`src/hdl/nmp_pkg.sv`:
```
// Shared types, constants, row table and arithmetic helpers for the multipole prefactor block.
`timescale 1ns / 1ps
package nmp_pkg;

  localparam int TOTAL_ROWS = 35;
  localparam int MODE_W     = 6;
  localparam int CFG_IDX_W  = 2;

  localparam logic [CFG_IDX_W-1:0] CFG_MASS_RATIO = 2'd0;
  localparam logic [CFG_IDX_W-1:0] CFG_TIDAL_MODE = 2'd1;

  localparam logic signed [31:0] ONE30    = 32'sh4000_0000;
  localparam logic [30:0]        NU_RESET = 31'h4000_0000;
  localparam logic [63:0]        PI_Q60   = 64'h3243_F6A8_885A_308D;

  typedef struct packed {
    logic [31:0] radius;
    logic [31:0] orbital_frequency;
    logic [31:0] orbital_phase;
  } nmp_in_t;

  typedef struct packed {
    logic [MODE_W-1:0]  mode_index;
    logic signed [31:0] amplitude;
    logic [31:0]        phase;
    logic               last_mode;
  } nmp_out_t;

  // Powers of v for one item: slot k holds v^k, slot 0 holds v^8
  typedef struct packed {
    logic [7:0][31:0] v;
    logic [31:0]      phi;
  } nmp_rec_t;

  typedef struct packed {
    logic signed [31:0] p2;
    logic signed [31:0] p3;
    logic signed [31:0] p4;
    logic signed [31:0] p5;
    logic signed [31:0] p6;
    logic signed [31:0] p7;
  } nmp_poly_t;

  // Signed product scaled by 2^-30, rounded half away from zero
  function automatic logic signed [33:0] mulq30(input logic signed [32:0] a,
                                                input logic signed [32:0] b);
    logic        neg;
    logic [32:0] ua;
    logic [32:0] ub;
    logic [65:0] prod;
    logic [33:0] mag;
    neg  = a[32] ^ b[32];
    ua   = a[32] ? 33'(-a) : 33'(a);
    ub   = b[32] ? 33'(-b) : 33'(b);
    prod = 66'(ua) * 66'(ub) + (66'd1 << 29);
    mag  = prod[63:30];
    return neg ? -$signed(mag) : $signed(mag);
  endfunction

  // Integer square root, used at elaboration for the coefficient table
  function automatic logic [63:0] isqrt64(input logic [63:0] x_in);
    logic [63:0] x;
    logic [63:0] r;
    logic [63:0] b;
    x = x_in;
    r = '0;
    b = 64'd1 << 62;
    for (int i = 0; i < 32; i++) begin
      if (x >= r + b) begin
        x = x - (r + b);
        r = (r >> 1) + b;
      end else begin
        r = r >> 1;
      end
      b = b >> 2;
    end
    return r;
  endfunction

  // Phase multiplier m per row
  localparam logic [3:0] ROW_M [TOTAL_ROWS] = '{
    4'd1, 4'd2, 4'd1, 4'd2, 4'd3, 4'd1, 4'd2, 4'd3, 4'd4, 4'd1,
    4'd2, 4'd3, 4'd4, 4'd5, 4'd1, 4'd2, 4'd3, 4'd4, 4'd5, 4'd6,
    4'd1, 4'd2, 4'd3, 4'd4, 4'd5, 4'd6, 4'd7, 4'd1, 4'd2, 4'd3,
    4'd4, 4'd5, 4'd6, 4'd7, 4'd8
  };

  // Phase offset in quarter turns
  localparam logic [1:0] ROW_QUARTER [TOTAL_ROWS] = '{
    2'd3, 2'd2, 2'd3, 2'd0, 2'd1, 2'd1, 2'd0, 2'd3, 2'd2, 2'd1,
    2'd2, 2'd3, 2'd0, 2'd1, 2'd3, 2'd2, 2'd1, 2'd0, 2'd3, 2'd2,
    2'd3, 2'd0, 2'd1, 2'd2, 2'd3, 2'd0, 2'd1, 2'd2, 2'd0, 2'd0,
    2'd0, 2'd0, 2'd0, 2'd0, 2'd0
  };

  // Mass polynomial select; code 0 means a zero polynomial
  localparam logic [2:0] ROW_POLY [TOTAL_ROWS] = '{
    3'd2, 3'd1, 3'd2, 3'd3, 3'd2, 3'd4, 3'd3, 3'd4, 3'd3, 3'd4,
    3'd5, 3'd4, 3'd5, 3'd4, 3'd6, 3'd5, 3'd6, 3'd5, 3'd6, 3'd5,
    3'd6, 3'd7, 3'd6, 3'd7, 3'd6, 3'd7, 3'd6, 3'd7, 3'd2, 3'd3,
    3'd4, 3'd5, 3'd6, 3'd7, 3'd0
  };

  // Power of v; code 0 selects v^8
  localparam logic [2:0] ROW_VPOW [TOTAL_ROWS] = '{
    3'd3, 3'd2, 3'd3, 3'd4, 3'd3, 3'd5, 3'd4, 3'd5, 3'd4, 3'd5,
    3'd6, 3'd5, 3'd6, 3'd5, 3'd7, 3'd6, 3'd7, 3'd6, 3'd7, 3'd6,
    3'd7, 3'd0, 3'd7, 3'd0, 3'd7, 3'd0, 3'd7, 3'd0, 3'd2, 3'd2,
    3'd2, 3'd2, 3'd2, 3'd2, 3'd2
  };

  // c*pi/d in Q4.60
  localparam logic [63:0] COEF_X [TOTAL_ROWS] = '{
    (PI_Q60 / 64'd5) * 64'd1 + ((PI_Q60 % 64'd5) * 64'd1) / 64'd5,
    (PI_Q60 / 64'd5) * 64'd1 + ((PI_Q60 % 64'd5) * 64'd1) / 64'd5,
    (PI_Q60 / 64'd35) * 64'd2 + ((PI_Q60 % 64'd35) * 64'd2) / 64'd35,
    (PI_Q60 / 64'd7) * 64'd1 + ((PI_Q60 % 64'd7) * 64'd1) / 64'd7,
    (PI_Q60 / 64'd7) * 64'd6 + ((PI_Q60 % 64'd7) * 64'd6) / 64'd7,
    (PI_Q60 / 64'd1) * 64'd2 + ((PI_Q60 % 64'd1) * 64'd2) / 64'd1,
    (PI_Q60 / 64'd1) * 64'd1 + ((PI_Q60 % 64'd1) * 64'd1) / 64'd1,
    (PI_Q60 / 64'd7) * 64'd2 + ((PI_Q60 % 64'd7) * 64'd2) / 64'd7,
    (PI_Q60 / 64'd7) * 64'd1 + ((PI_Q60 % 64'd7) * 64'd1) / 64'd7,
    (PI_Q60 / 64'd77) * 64'd1 + ((PI_Q60 % 64'd77) * 64'd1) / 64'd77,
    (PI_Q60 / 64'd11) * 64'd1 + ((PI_Q60 % 64'd11) * 64'd1) / 64'd11,
    (PI_Q60 / 64'd22) * 64'd3 + ((PI_Q60 % 64'd22) * 64'd3) / 64'd22,
    (PI_Q60 / 64'd33) * 64'd1 + ((PI_Q60 % 64'd33) * 64'd1) / 64'd33,
    (PI_Q60 / 64'd66) * 64'd5 + ((PI_Q60 % 64'd66) * 64'd5) / 64'd66,
    (PI_Q60 / 64'd65) * 64'd2 + ((PI_Q60 % 64'd65) * 64'd2) / 64'd65,
    (PI_Q60 / 64'd13) * 64'd1 + ((PI_Q60 % 64'd13) * 64'd1) / 64'd13,
    (PI_Q60 / 64'd13) * 64'd1 + ((PI_Q60 % 64'd13) * 64'd1) / 64'd13,
    (PI_Q60 / 64'd195) * 64'd2 + ((PI_Q60 % 64'd195) * 64'd2) / 64'd195,
    (PI_Q60 / 64'd429) * 64'd5 + ((PI_Q60 % 64'd429) * 64'd5) / 64'd429,
    (PI_Q60 / 64'd715) * 64'd1 + ((PI_Q60 % 64'd715) * 64'd1) / 64'd715,
    (PI_Q60 / 64'd10) * 64'd1 + ((PI_Q60 % 64'd10) * 64'd1) / 64'd10,
    (PI_Q60 / 64'd15) * 64'd1 + ((PI_Q60 % 64'd15) * 64'd1) / 64'd15,
    (PI_Q60 / 64'd10) * 64'd3 + ((PI_Q60 % 64'd10) * 64'd3) / 64'd10,
    (PI_Q60 / 64'd165) * 64'd2 + ((PI_Q60 % 64'd165) * 64'd2) / 64'd165,
    (PI_Q60 / 64'd66) * 64'd5 + ((PI_Q60 % 64'd66) * 64'd5) / 64'd66,
    (PI_Q60 / 64'd715) * 64'd3 + ((PI_Q60 % 64'd715) * 64'd3) / 64'd715,
    (PI_Q60 / 64'd4290) * 64'd7 + ((PI_Q60 % 64'd4290) * 64'd7) / 64'd4290,
    (PI_Q60 / 64'd17017) * 64'd2 + ((PI_Q60 % 64'd17017) * 64'd2) / 64'd17017,
    64'd0, 64'd0, 64'd0, 64'd0, 64'd0, 64'd0, 64'd0
  };

  // Coefficient (a/b)*sqrt(c*pi/d) in Q.28, rounded
  localparam logic [31:0] COEF_Q28 [TOTAL_ROWS] = '{
    32'((64'd8 * isqrt64(COEF_X[0]) + 64'd6) / 64'd12),
    32'((64'd8 * isqrt64(COEF_X[1]) + 64'd2) / 64'd4),
    32'((64'd1 * isqrt64(COEF_X[2]) + 64'd6) / 64'd12),
    32'((64'd8 * isqrt64(COEF_X[3]) + 64'd6) / 64'd12),
    32'((64'd3 * isqrt64(COEF_X[4]) + 64'd2) / 64'd4),
    32'((64'd1 * isqrt64(COEF_X[5]) + 64'd210) / 64'd420),
    32'((64'd8 * isqrt64(COEF_X[6]) + 64'd126) / 64'd252),
    32'((64'd9 * isqrt64(COEF_X[7]) + 64'd10) / 64'd20),
    32'((64'd64 * isqrt64(COEF_X[8]) + 64'd18) / 64'd36),
    32'((64'd1 * isqrt64(COEF_X[9]) + 64'd360) / 64'd720),
    32'((64'd16 * isqrt64(COEF_X[10]) + 64'd270) / 64'd540),
    32'((64'd9 * isqrt64(COEF_X[11]) + 64'd40) / 64'd80),
    32'((64'd256 * isqrt64(COEF_X[12]) + 64'd90) / 64'd180),
    32'((64'd125 * isqrt64(COEF_X[13]) + 64'd24) / 64'd48),
    32'((64'd1 * isqrt64(COEF_X[14]) + 64'd4158) / 64'd8316),
    32'((64'd16 * isqrt64(COEF_X[15]) + 64'd2970) / 64'd5940),
    32'((64'd81 * isqrt64(COEF_X[16]) + 64'd770) / 64'd1540),
    32'((64'd1024 * isqrt64(COEF_X[17]) + 64'd990) / 64'd1980),
    32'((64'd625 * isqrt64(COEF_X[18]) + 64'd126) / 64'd252),
    32'((64'd432 * isqrt64(COEF_X[19]) + 64'd10) / 64'd20),
    32'((64'd1 * isqrt64(COEF_X[20]) + 64'd216216) / 64'd432432),
    32'((64'd8 * isqrt64(COEF_X[21]) + 64'd6006) / 64'd12012),
    32'((64'd243 * isqrt64(COEF_X[22]) + 64'd40040) / 64'd80080),
    32'((64'd1024 * isqrt64(COEF_X[23]) + 64'd2730) / 64'd5460),
    32'((64'd3125 * isqrt64(COEF_X[24]) + 64'd6552) / 64'd13104),
    32'((64'd648 * isqrt64(COEF_X[25]) + 64'd70) / 64'd140),
    32'((64'd16807 * isqrt64(COEF_X[26]) + 64'd360) / 64'd720),
    32'((64'd131072 * isqrt64(COEF_X[27]) + 64'd630) / 64'd1260),
    32'd0, 32'd0, 32'd0, 32'd0, 32'd0, 32'd0, 32'd0
  };

endpackage

```
`src/hdl/nmp_queue.sv`:
```
// Two-entry queue that decouples the input stage from the mode sequencer.
`timescale 1ns / 1ps
module nmp_queue (
  input  logic              clk,
  input  logic              rst_n,
  input  logic              push_valid,
  output logic              push_ready,
  input  nmp_pkg::nmp_rec_t push_data,
  output logic              pop_valid,
  input  logic              pop_ready,
  output nmp_pkg::nmp_rec_t pop_data
);
  import nmp_pkg::*;

  nmp_rec_t   mem_r [2];
  logic       wp_r, rp_r;
  logic [1:0] cnt_r;
  logic       do_push, do_pop;

  assign push_ready = (cnt_r != 2'd2);
  assign pop_valid  = (cnt_r != 2'd0);
  assign do_push    = push_valid && push_ready;
  assign do_pop     = pop_valid && pop_ready;
  assign pop_data   = mem_r[rp_r];

  // Hold entries until popped
  always_ff @(posedge clk) begin
    if (!rst_n) begin
      wp_r  <= 1'b0;
      rp_r  <= 1'b0;
      cnt_r <= 2'd0;
    end else begin
      if (do_push) begin
        mem_r[wp_r] <= push_data;
        wp_r        <= ~wp_r;
      end
      if (do_pop) begin
        rp_r <= ~rp_r;
      end
      cnt_r <= cnt_r + 2'(do_push) - 2'(do_pop);
    end
  end

endmodule

```
`config.mk`:
```
export PLATFORM = sky130hd
export DESIGN_NAME = nmp_queue
export DESIGN_NICKNAME = d
export VERILOG_FILES = /design/src/hdl/nmp_pkg.sv /design/src/hdl/nmp_queue.sv
export SDC_FILE = /design/constraint.sdc
export NUM_CORES = 1
export LEC_CHECK = 0
export BUFFER_PORTS_ARGS = -buffer_cell sky130_fd_sc_hd__buf_2
export CAP_MARGIN = 30
export CELL_PAD_IN_SITES_DETAIL_PLACEMENT = 1
export CELL_PAD_IN_SITES_GLOBAL_PLACEMENT = 1
export CORE_MARGIN = 2
export CORE_UTILIZATION = 42
export CTS_BUF_LIST = sky130_fd_sc_hd__clkbuf_4
export CTS_CLUSTER_DIAMETER = 120
export DETAILED_ROUTE_END_ITERATION = 7
export GPL_TIMING_DRIVEN = 1
export HOLD_SLACK_MARGIN = 0.05
export PLACE_DENSITY = 0.89
export SLEW_MARGIN = 0
export SYNTH_ARGS = -nofsm -noshare
export SYNTH_HDL_FRONTEND = slang
export SYNTH_SLANG_ARGS = --single-unit
export TNS_END_PERCENT = 10
```
`constraint.sdc`:
```
create_clock -name clk -period 15.5 [get_ports clk]
set_input_delay 1.55 -clock clk [delete_from_list [all_inputs] [get_ports clk]]
set_output_delay 1.55 -clock clk [all_outputs]
set_load 0.005 [all_outputs]
```
After elaboration in Yosys (flattened, before gate mapping)
Memory sizes are Yosys's and may differ from the RTL's. A register that Yosys moved wholly into a read port is not among the register bits.
Cells that the tools add are included.
{"block": "op_classes", "reduce_logical": 3, "add_sub_neg": 2, "n_bitwise": 2, "muxes": 5, "eq_ne": 1}
{"op": "two-way mux 1 bit", "n": 5}
{"op": "adder 2 x 1 -> 2 bit", "n": 1}
{"op": "logical AND 1 bit", "n": 2}
{"op": "inequality test 2 bit (second input constant)", "n": 1}
{"op": "inverter 1 bit", "n": 2}
{"op": "nonzero test 2 bit", "n": 1}
{"op": "subtractor 2 x 1 -> 2 bit", "n": 1}
{"block": "word_totals", "wordCells": 17, "mem_bits_rw": 576, "reg_bits": 4, "n_memories": 1}
{"memory": "mem_r", "depth": 2, "word_bits": 288, "rd": 1, "rd_clocked_by_memory_dff": 1, "wr": 1, "line": "nmp_queue.sv:15", "rtl": "nmp_rec_t mem_r [2];"}

Logic depth before layout (Yosys ltp)
Gate-level depths: netlist of the first run.
{"block": "depth", "ltp_word": 5, "ltp_mapped": 9, "mapped_depth_nobuf": 9}

Worst setup path after synthesis of the first run
Ideal clock, no wire load.
{"block": "synth_timing", "path_type": "input to register", "start": "in rst_n", "end": "mem mem_r[0][0] (netlist name) (enable)", "path_buffers": 0, "t_required_ns": 14.558, "setup_time_ns": 0.942, "slack_ns": 0.990, "path_stages": 2, "arrival_time_ns": 13.568, "path_cell_list": "nand3_1 nor2_1"}
{"block": "synth_between", "elab_chain_len": 2}
{"element": "start, declared", "line": "nmp_queue.sv:5", "rtl": "input logic rst_n,"}
{"element": "two-way mux 1 bit", "line": "nmp_queue.sv:28", "rtl": "if (!rst_n) begin"}
{"element": "two-way mux 1 bit (implied by the code)", "line": "nmp_queue.sv:34", "rtl": "mem_r[wp_r] <= push_data;"}
{"element": "end, declared", "line": "nmp_queue.sv:15"}
No other way between the ends.

==> metrics.csv, run 1 <==
metric,value,unit
initial core utilization,42.5,%
CTS tree,built,
die height,232,um
placed inst area,25500,sq um
Setup WS post-layout,10.30,ns
Worst Hold Depth,2,
cts repair resizes,0,
Synth Area in Simple Gates,0.286,%
commonest cells in the netlist,"edfxtp_1 (576), mux2_4 (201), mux2_2 (87)",
Reg2Reg Depth,5,
Clock Latency Late Sink,0.97,ns
post-synthesis compound-gate area fraction,0.0630,%
gp weighted congestion,0.862,
Tcrit/Tclk final,33.5,%
syn_nets,1215,
power share of the combinational group,21.4,%
Post-synth EDFFs,576,
Fin. Hold Viols,0,
prevailing post-synth register cell,edfxtp_1,
Netlist Area Pre-Place,21900,sq um
"FF+latch count, synth",581,
first-pass GRT wire length,82000,um
first-pass iteration count of the detailed router,5,
Critical Path Sink Type,primary output,
"Max stage delay cell, worst path",dfxtp_4,
pre-CTS WS,10.94,ns
Final Max Tran Viols,0,
clock slew at reported path FFs,0.06,ns
Cell Rows,83,
f_max,192,MHz
switching share of power,26.6,%
Min Hold Slack,0.561,ns
xor/xnor cell area share of the yosys netlist,0.120,%
I/O Buffers,581,
GRT Residual Overflow,0,
Routed Antenna Nets,0,
pwr dens,149,nW/um^2
CORE AREA,51400,sq um
Starting DRT DRC Count,575,
Final setup violation count,0,
clk buf depth,3,
CP required,13.95,ns
total CTS buffers,150,
post-route setup TNS,0,ns
slew of the pin with the lowest slew margin,0.994,ns
DRC viols,0,
static leakage,0.0107,uW
pin count of the biggest net entering global routing,80,
Cells after Synth,921,
Die W,232,um
Slew HR,33.7,%
RSZ-0062 raised after global routing,false,
Max stage delay on crit path,0.83,ns
critical path class,flop to primary output,
max cap viols,0,
yosys warns,0,
buffers inserted by post-CTS timing repair,0,
clk sinks,581,
sequential area share after synthesis,79.6,%
critical path arrival,3.65,ns
DRT Wirelength,57600,um
main combinational cell family by area after synthesis,multiplexers,
library cells used by synthesis,19,
Tmin final,5.20,ns
VDD IR max,0.110,mV
Synth Area in Adders,0.115,%
P_int,3000,uW
Hold WC Path Type,flop to flop,
depth of the CTS H-tree,4,
critical-path cell list,buf_4 > buf_16 > buf_4 > buf_16 > mux2_4 > buf_2,
Sw Pwr,1090,uW
Final nets,1934,
Final Util,53.5,%
layout cells sized above 1,64.2,%
clock power share,31.7,%
P&R area growth vs syn,25.8,%
routed vias,11800,
Worst Setup Start Kind,flop,
share of the synthesized area in the top cell type,79.2,%
Die ar.,53900,sq um
clock root cell,clkbuf_4,
multiplexer area fraction after synthesis,18.3,%
vias in the first global route,13300,
Async SR Flop Fraction,0,%
I/O Pins,582,
Synth area leader,edfxtp_1,
final instance area,27500,sq um
antenna violations before repair,15,
outcome,"finished, final reports clean",
FILL cells,4921,
multi-input combinational cell area,4140,sq um
Mapped Avg Cell Area,23.7,sq um
clk_skew,0.0595,ns
DP HPWL,38700,um
Flop pwr share,46.9,%
gr usage total,20.9,%
WL/cell,23.5,um
Synth area leaders,"edfxtp_1 (79%), mux2_4 (14%), mux2_2 (4.5%)",
Via density,4.84,
hold-fix buffers at CTS,0,
Worst Path Max Fanout,56,
total area of sequential cells,17400,sq um
dominant cell by count in the synthesized netlist,edfxtp_1,
## power by group through the flow
stage | combinational, uW | clock, uW | sequential (uW)
finish | 873 | 1290 | 1920
global route | 927 | 1410 | 1930
detailed placement | 864 | 0 | 1950
CTS | 874 | 1340 | 1920
floorplan | 556 | 0 | 1970
global placement | 821 | 0 | 1940
## worst paths after layout
check | to | from | slack (ns)
setup / recovery | pop_data[197] | flop | 10.30
hold / removal | flop | rp_r | 0.56
setup reg to reg | mem_r[1][234] | cnt_r[0] | 11.95
hold reg to reg | flop | rp_r | 0.56
## cell type report
| cell class | count | share of cell area [%] |
|---|---|---|
| antenna | 19 | 0.173 |
| tap | 680 | 3.10 |
| multi-input combinational | 306 | 15.1 |
| clock inverter | 40 | 0.710 |
| timing repair buffer | 599 | 11.6 |
| sequential | 581 | 63.3 |
| clock buffer | 221 | 6.04 |
| inverter | 2 | 0.0273 |
## worst max-delay path, delay by kind of cell (launching register included)
family | cells | cell delay (ns)
buffers and inverters | 5 | 1.40
DFF | 1 | 0.83
muxes | 1 | 0.34
## cells in the final DEF, fill, tap and decap left out, drive strengths merged
cell type  synthesis  layout
buf               32     599
edfxtp           576     576
mux2             288     288
clkbuf             0     221
clkinv             0      35
diode              0      19
dfxtp              5       5
inv                2       4
and2               3       3
xnor2              3       3
nor2b              2       2
ha                 2       2
clkinvlp           0       2
o21a               1       1
or2                1       1
nand2b             1       1
and3               1       1
nand3              1       1
nor2               1       1
nand2              1       1
o22ai              1       1
bufinv             0       1
## routing by layer
| layer | track usage (%) | part of all wire, % | wire [um] |
|---|---|---|---|
| met1 | 21.6 | 35 | 20100 |
| met2 | 37.0 | 53 | 30800 |
| met3 | 8.56 | 8.8 | 5090 |
| met4 | 9.56 | 2.8 | 1630 |
| met5 | 0 | 0.071 | 41 |
## sequential cells by signal, summed over array words and instances (netlist names), named ones only
signal and cells:
mem_r 576, cnt_r 2, rp_r 1, wp_r 1
## logic make-up after synthesis
logic type,Yosys count
multiplexers,288
flip-flops,581
AND/OR/NAND/NOR,11
AO/OA/AOI/OAI,2
adder cells (fa/ha/maj),2
buffers and inverters,34
XOR/XNOR,3
## metrics by stage
stage	total power, uW	instances
finish	4080	2448
global route	4260	2440
CTS	4130	2426
detailed placement	2820	2165
global placement	2760	2161
floorplan	2530	921
Power figures use the tool's default switching activity.
==> run 2: changes to the inputs <==
ABC_AREA = 1   (was not set)
clock period = 4.65 ns   (was 15.5 ns; I/O delays follow)
==> run 2 against run 1 <==
Effect of this change:
- core utilization grew 5.8 points
- critical path depth shrank 3
- power grew to 3.6 times the previous value
- clock power grew to 3.7 times the previous value
- flip-flop and latch count is the same
==> metrics.csv, run 2 <==
metric,value,unit,change
Routed Antenna Nets,0,,unchanged
depth of the CTS H-tree,4,,unchanged
Synth area leader,edfxtp_1,,unchanged
Critical Path Sink Type,primary output,,unchanged
flop-to-flop setup slack,2.29,ns,was 11.95 ns
Min Hold Slack,0.246,ns,was 0.561 ns
die height,232,um,about the same
clk sinks,581,,unchanged
post-route setup TNS,0,ns,unchanged
Die ar.,53900,sq um,about the same
Hold Path Sink,mem_r[0][185],,
clk_skew,0.0874,ns,was 0.0595 ns
Async SR Flop Fraction,0,%,unchanged
Cells after Synth,935,,was 921
P&R area growth vs syn,39.3,%,was 25.8%
cts repair resizes,0,,unchanged
first-pass GRT wire length,106000,um,"was 82,000 um"
Post-synth EDFFs,576,,unchanged
clk buf depth,3,,unchanged
Slew HR,33.7,%,about the same
Worst Hold Depth,2,,unchanged
clock root cell,clkbuf_4,,unchanged
dominant cell by count in the synthesized netlist,edfxtp_1,,unchanged
register with the most flip-flops,mem_r,,unchanged
Die W,232,um,about the same
Via density,5.08,,was 4.84
Hold Crit Start,push_data[185],,was rp_r
Worst Setup Start Kind,flop,,unchanged
I/O Buffers,581,,unchanged
max FFs per register,576,,unchanged
RSZ-0062 raised after global routing,false,,unchanged
first-pass iteration count of the detailed router,5,,unchanged
vias in the first global route,15900,,"was 13,300"
Tmin final,3.56,ns,
Reg2Reg Depth,5,,unchanged
"FF+latch count, synth",581,,unchanged
library cells used by synthesis,14,,was 19
"commonest non-fill, non-tap cell in the layout",buf_2,,unchanged
Worst Path Max Fanout,54,,was 56
initial core utilization,42.5,%,about the same
I/O Pins,582,,unchanged
Hold WC Path Type,input pin to flop,,was flop to flop
most frequent cells in the layout,"buf_2 (581), edfxtp_1 (576), dlygate4sd3_1 (291)",,"was buf_2 (581), edfxtp_1 (576), clkbuf_4 (221)"
DP HPWL,40000,um,"was 38,700 um"
syn_nets,1229,,"was 1,215"
CTS tree,built,,unchanged
reg-to-reg critical path endpoint,mem_r[0][163],,was mem_r[1][234]
DRT Wirelength,74300,um,"was 57,600 um"
gp weighted congestion,0.834,,was 0.862
Setup WS post-layout,1.09,ns,was 10.30 ns
Critical R2R Launch,cnt_r[0],,unchanged
Synth area leaders,"edfxtp_1 (79%), mux2_4 (14%), mux2_2 (4.5%)",,unchanged
sequential area share after synthesis,79.5,%,was 79.6%
Cell Rows,83,,unchanged
VDD IR max,0.326,mV,was 0.110 mV
share of the synthesized area in the top cell type,79.1,%,was 79.2%
static leakage,0.0119,uW,was 0.0107 uW
yosys warns,0,,unchanged
Starting DRT DRC Count,970,,was 575
Netlist Area Pre-Place,21900,sq um,about the same
Final Max Tran Viols,0,,unchanged
prevailing post-synth register cell,edfxtp_1,,unchanged
critical path class,flop to primary output,,unchanged
total CTS buffers,146,,was 150
antenna violations before repair,4,,was 15
clock slew at reported path FFs,0.10,ns,was 0.06 ns
Final setup violation count,0,,unchanged
Tcrit/Tclk final,76.5,%,
layout cells sized above 1,54.9,%,was 64.2%
CP required,4.18,ns,was 13.95 ns
Clock Latency Late Sink,0.97,ns,about the same
pre-CTS WS,2.16,ns,was 10.94 ns
pin count of the biggest net entering global routing,132,,was 80
WL/cell,27.2,um,was 23.5 um
GRT Residual Overflow,0,,unchanged
DRC viols,0,,unchanged
routed vias,13900,,"was 11,800"
critical path arrival,3.09,ns,was 3.65 ns
max cap viols,0,,unchanged
pwr dens,479,nW/um^2,was 149 nW/um^2
Final nets,2239,,"was 1,934"
Mapped Avg Cell Area,23.4,sq um,was 23.7 sq um
Regs by FF count,"mem_r (576), cnt_r (2)",,unchanged
CORE AREA,51400,sq um,unchanged
slew of the pin with the lowest slew margin,0.995,ns,was 0.994 ns
outcome,"finished, final reports clean",,unchanged
Fin. Hold Viols,0,,unchanged
commonest cells in the netlist,"edfxtp_1 (576), mux2_4 (201), mux2_2 (87)",,unchanged
f_max,281,MHz,
gr usage total,27.4,%,was 20.9%
run 2: cell types whose count changed in the layout (fill, tap and decap cells not counted), sizes merged, moves of 2 or more:
| cell | before | now |
|---|---|---|
| dlygate4sd3 | 0 | 291 |
| clkbuf | 221 | 200 |
| diode | 19 | 8 |
| nand2 | 1 | 10 |
| bufinv | 1 | 8 |
| inv | 4 | 11 |
| nor2 | 1 | 8 |
| buf | 599 | 603 |
| and2 | 3 | 0 |
| xnor2 | 3 | 0 |
| clkinv | 35 | 33 |
| nor2b | 2 | 0 |
run 2: how the worst max path moves through the flow:
stage,to,startpoint,cells after the start,slack [ns]
after detailed placement,pop_data[139],flop,3,2.16
after CTS,pop_data[139],flop,3,1.01
final,pop_data[143],flop,3,1.09
after floorplan,mem_r[0][0],push_valid,3,-0.72
after global placement,pop_data[228],flop,3,2.18
after global routing,pop_data[86],flop,3,0.96
run 2: per-layer routing:
| layer | GRT usage, % | share of wire (%) | wire, um | vias to the layer above |
|---|---|---|---|---|
| li1 | - | - | - | 5814 |
| met1 | 28.1 | 34 | 25200 | 7058 |
| met2 | 50.8 | 55 | 40600 | 793 |
| met3 | 7.49 | 7.2 | 5370 | 194 |
| met4 | 13.4 | 4.2 | 3110 | 0 |
| met5 | 0 | 0 | 0 | - |
run 2: logic make-up (layout without fill, tap and decap cells):
family	after synthesis	after routing	share of synthesized area, %
and+or+nand+nor	20	20	0.355
adders and majority gates	2	2	0.114
muxes	288	288	18.3
AOI/OAI and AO/OA	3	3	0.0801
other	0	8	0
DFF	581	581	79.5
buffers and inverters	41	1148	1.63
run 2: repair_timing:
item,4_1_cts,5_1_grt
hold buffers,291,0
endpoints found under the hold margin,606,0
setup buffers,0,0
run 2: power breakdown:
part	internal [uW]	leakage (uW)	total [uW]	switching, uW
Clock	2440	0.00111	4780	2340
Combinational	1700	0.00551	3260	1570
Sequential	6290	0.00532	6540	256
Total	10400	0.0119	14600	4160
run 2: stage by stage:
step	cell area [sq um]	instances	power, uW	util (%)
final	30500	2730	14600	59.3
after global routing	30500	2728	15100	59.3
after CTS	30500	2722	14300	59.2
after detailed placement	25600	2186	9510	49.9
after global placement	25600	2186	9350	49.9
after floorplan	21900	935	8390	-
run 2: cell type report:
| class | instances | area, sq um |
|---|---|---|
| multi-input cells | 313 | 4160 |
| clock inverters | 45 | 403 |
| clock buffers | 200 | 1500 |
| fillers | 4798 | 20900 |
| well taps | 680 | 851 |
| flip-flops and latches | 581 | 17400 |
| repair buffers | 894 | 6100 |
| inverters | 9 | 37.5 |
| diodes | 8 | 20.0 |
run 2: worst max-delay path, cell delays in order (launching register included):
cell	delay (ns)
dfxtp_4	1.01
buf_4	0.55
mux2_4	0.36
buf_2	0.13
==> run 3: changes to the inputs <==
CORE_AREA = 2 2 228 230   (was not set)
CORE_MARGIN = not set   (was 2)
CORE_UTILIZATION = not set   (was 42)
DIE_AREA = 0 0 230 232   (was not set)
PLACE_DENSITY = 0.88   (was 0.89)
clock period = 3.7 ns   (was 4.65 ns; I/O delays follow)
==> run 3 against run 2 <==
Effect of this change:
- the flow now stops in clock tree synthesis (4_1_cts)
- synthesized cell count is the same
- synthesized area stayed put
==> metrics.csv, run 3 <==
metric,value,unit,change
syn_nets,1229,,unchanged
depth of the CTS H-tree,4,,unchanged
outcome,stopped before the end,,"was finished, final reports clean"
Synth area leader,edfxtp_1,,unchanged
Synth area leaders,"edfxtp_1 (79%), mux2_4 (14%), mux2_2 (4.5%)",,unchanged
Stop stage,clock tree synthesis (4_1_cts),,
Mapped Avg Cell Area,23.4,sq um,unchanged
die height,232,um,about the same
sequential area share after synthesis,79.5,%,unchanged
placed insts,2194,,"was 2,186"
clk buf depth,3,,unchanged
"FF+latch count, synth",581,,unchanged
cts repair resizes,0,,unchanged
prevailing post-synth register cell,edfxtp_1,,unchanged
share of the synthesized area in the top cell type,79.1,%,unchanged
Die W,230,um,was 232 um
Cells after Synth,935,,unchanged
DP HPWL,40000,um,about the same
I/O Buffers,581,,unchanged
dominant cell by count in the synthesized netlist,edfxtp_1,,unchanged
buffers inserted by post-CTS timing repair,0,,unchanged
commonest cells in the netlist,"edfxtp_1 (576), mux2_4 (201), mux2_2 (87)",,unchanged
Post-synth EDFFs,576,,unchanged
Error,[ERROR RSZ-0060] Max buffer count reached.,,
clk sinks,581,,unchanged
library cells used by synthesis,14,,unchanged
Netlist Area Pre-Place,21900,sq um,unchanged
total CTS buffers,151,,was 146
initial core utilization,43.0,%,was 42.5%
Async SR Flop Fraction,0,%,unchanged
yosys warns,0,,unchanged
I/O Pins,582,,unchanged
hold-fix buffers at CTS,492,,was 291
clock root cell,clkbuf_4,,unchanged
Cell Rows,83,,unchanged
gp weighted congestion,0.784,,was 0.834
-- run 3: logic make-up after synthesis --
kind of cell,synth area share [%]
AOI/OAI and AO/OA,0.0801
adders and majority gates,0.114
buffers and inverters,1.63
DFF,79.5
muxes,18.3
and+or+nand+nor,0.355
-- run 3: per-stage QoR --
step           utilization [%]  setup WS [ns]  area (sq um)  hold WS, ns  TNS [ns]
2_1_floorplan                -          -1.58         21900        0.463   -885.97
3_3_place_gp              50.6           1.44         25800        0.488         0
3_5_place_dp              50.6           1.38         25800        0.516         0
==> run 4: changes to the inputs <==
CELL_PAD_IN_SITES_DETAIL_PLACEMENT = not set   (was 1)
CELL_PAD_IN_SITES_GLOBAL_PLACEMENT = not set   (was 1)
CORE_AREA = not set   (was 2 2 228 230)
CORE_MARGIN = 2   (was not set)
CORE_UTILIZATION = 35   (was not set)
CTS_BUF_LIST = not set   (was sky130_fd_sc_hd__clkbuf_4)
CTS_CLUSTER_DIAMETER = not set   (was 120)
DIE_AREA = not set   (was 0 0 230 232)
HOLD_SLACK_MARGIN = not set   (was 0.05)
PLACE_DENSITY = not set   (was 0.88)
PLACE_DENSITY_LB_ADDON = 0.15   (was not set)
==> run 4 against run 3 <==
Effect of this change:
- the flow now finishes without violations
==> metrics.csv, run 4 (synthesis gave the netlist of run 2 again) <==
metric,value,unit,change
clk buf depth,3,,unchanged
max FFs per register,576,,
Hold WC Path Type,input pin to flop,,
Tmin final,2.84,ns,
Final Util,49.7,%,
outcome,"finished, final reports clean",,was stopped before the end
CTS tree,built,,
Final setup violation count,0,,
Slew HR,49.4,%,
critical-path cell list,buf_4 > mux2_2 > buf_2,,
f_max,352,MHz,
CORE AREA,61700,sq um,
Post-Layout Cell Count,2753,,
Critical Path Sink Type,primary output,,
CP required,3.33,ns,
Min Hold Slack,0.0982,ns,
Tcrit/Tclk final,76.8,%,
DP HPWL,36900,um,"was 40,000 um"
Worst Path Max Fanout,34,,
clock slew at reported path FFs,0.06,ns,
register with the most flip-flops,mem_r,,
clk sinks,581,,unchanged
critical path class,flop to primary output,,
DRC viols,0,,
max cap viols,0,,
Starting DRT DRC Count,543,,
DRT Wirelength,53200,um,
Max stage delay on crit path,0.80,ns,
Final Max Tran Viols,0,,
Clock Latency Late Sink,0.59,ns,
pin count of the biggest net entering global routing,108,,
Cell Rows,91,,was 83
VDD IR max,0.346,mV,
Final nets,2158,,
Die W,254,um,was 230 um
Die ar.,64500,sq um,
FILL cells,5291,,
first-pass GRT wire length,76700,um,
Routed Antenna Nets,0,,
cts repair resizes,0,,unchanged
clk_skew,0.0131,ns,
die height,254,um,was 232 um
first-pass iteration count of the detailed router,4,,
vias in the first global route,12900,,
critical path arrival,2.47,ns,
gr usage total,15.9,%,
gp weighted congestion,0.868,,was 0.784
P&R area growth vs syn,40.4,%,
depth of the CTS H-tree,2,,was 4
WL/cell,19.3,um,
slew of the pin with the lowest slew margin,0.760,ns,
GRT Residual Overflow,0,,
"Max stage delay cell, worst path",dfxtp_4,,
most frequent cells in the layout,"buf_2 (581), edfxtp_1 (576), dlygate4sd3_1 (289)",,
post-route setup TNS,0,ns,
Via density,4.39,,
routed vias,12100,,
Regs by FF count,"mem_r (576), cnt_r (2)",,
layout cells sized above 1,51.6,%,
I/O Buffers,581,,unchanged
antenna violations before repair,2,,
I/O Pins,582,,unchanged
initial core utilization,35.4,%,was 43.0%
static leakage,0.0118,uW,
RSZ-0062 raised after global routing,false,,
pwr dens,580,nW/um^2,
Worst Setup Start Kind,flop,,
placed insts,2349,,"was 2,194"
clock root cell,clkbuf_16,,was clkbuf_4
"commonest non-fill, non-tap cell in the layout",buf_2,,
Fin. Hold Viols,0,,
total CTS buffers,61,,was 151
run 4: through the flow:
stage / total power (uW) / worst slack, ns / area (sq um)
3_5_place_dp: 12000 / 1.43 / 25900
4_1_cts: 18100 / 0.764 / 30700
3_3_place_gp: 12000 / 1.45 / 25900
6_report: 17800 / 0.859 / 30700
2_1_floorplan: 10500 / -1.58 / 21900
5_1_grt: 18600 / 0.721 / 30700
run 4: per-layer routing:
metal	routed length [um]	track usage [%]
met5	19	0
met4	1870	6.37
met3	3730	4.58
met2	27800	28.3
met1	19800	17.7
run 4: final cells by class:
class,instances,area [sq um],area share (%)
sequential,581,17400,56.7
inverter,9,37.5,0.122
antenna,1,2.50,0.00815
clock inverter,36,282,0.917
tap,837,1050,3.41
timing repair buffer,898,6170,20.1
multi-input combinational,313,4140,13.5
clock buffer,78,1610,5.25
run 4: worst max-delay path: cells and delay by family, from the launching register on:
kind | cells | cell delay [ns]
buffers and inverters | 2 | 0.63
flip-flops | 1 | 0.80
multiplexers | 1 | 0.40
run 4: repair_timing:
| item | in CTS | in global routing |
|---|---|---|
| setup endpoints to repair | 0 | 0 |
| setup buffers | 0 | 0 |
| hold buffers | 289 | 0 |
| endpoints found under the hold margin | 577 | 0 |
run 4: power breakdown:
part / switching (uW) / total, uW / internal [uW]
combinational: 1780 / 3920 / 2140
clock: 2430 / 5770 / 3340
sequential: 203 / 8100 / 7890
run 4: final timing paths:
check,from,to,slack [ns],cells after the start
max,flop,pop_data[277],0.86,3
min,pop_ready,rp_r,0.1,4
max reg2reg,cnt_r[0],mem_r[1][64],1.74,6
min reg2reg,rp_r,rp_r,0.52,2
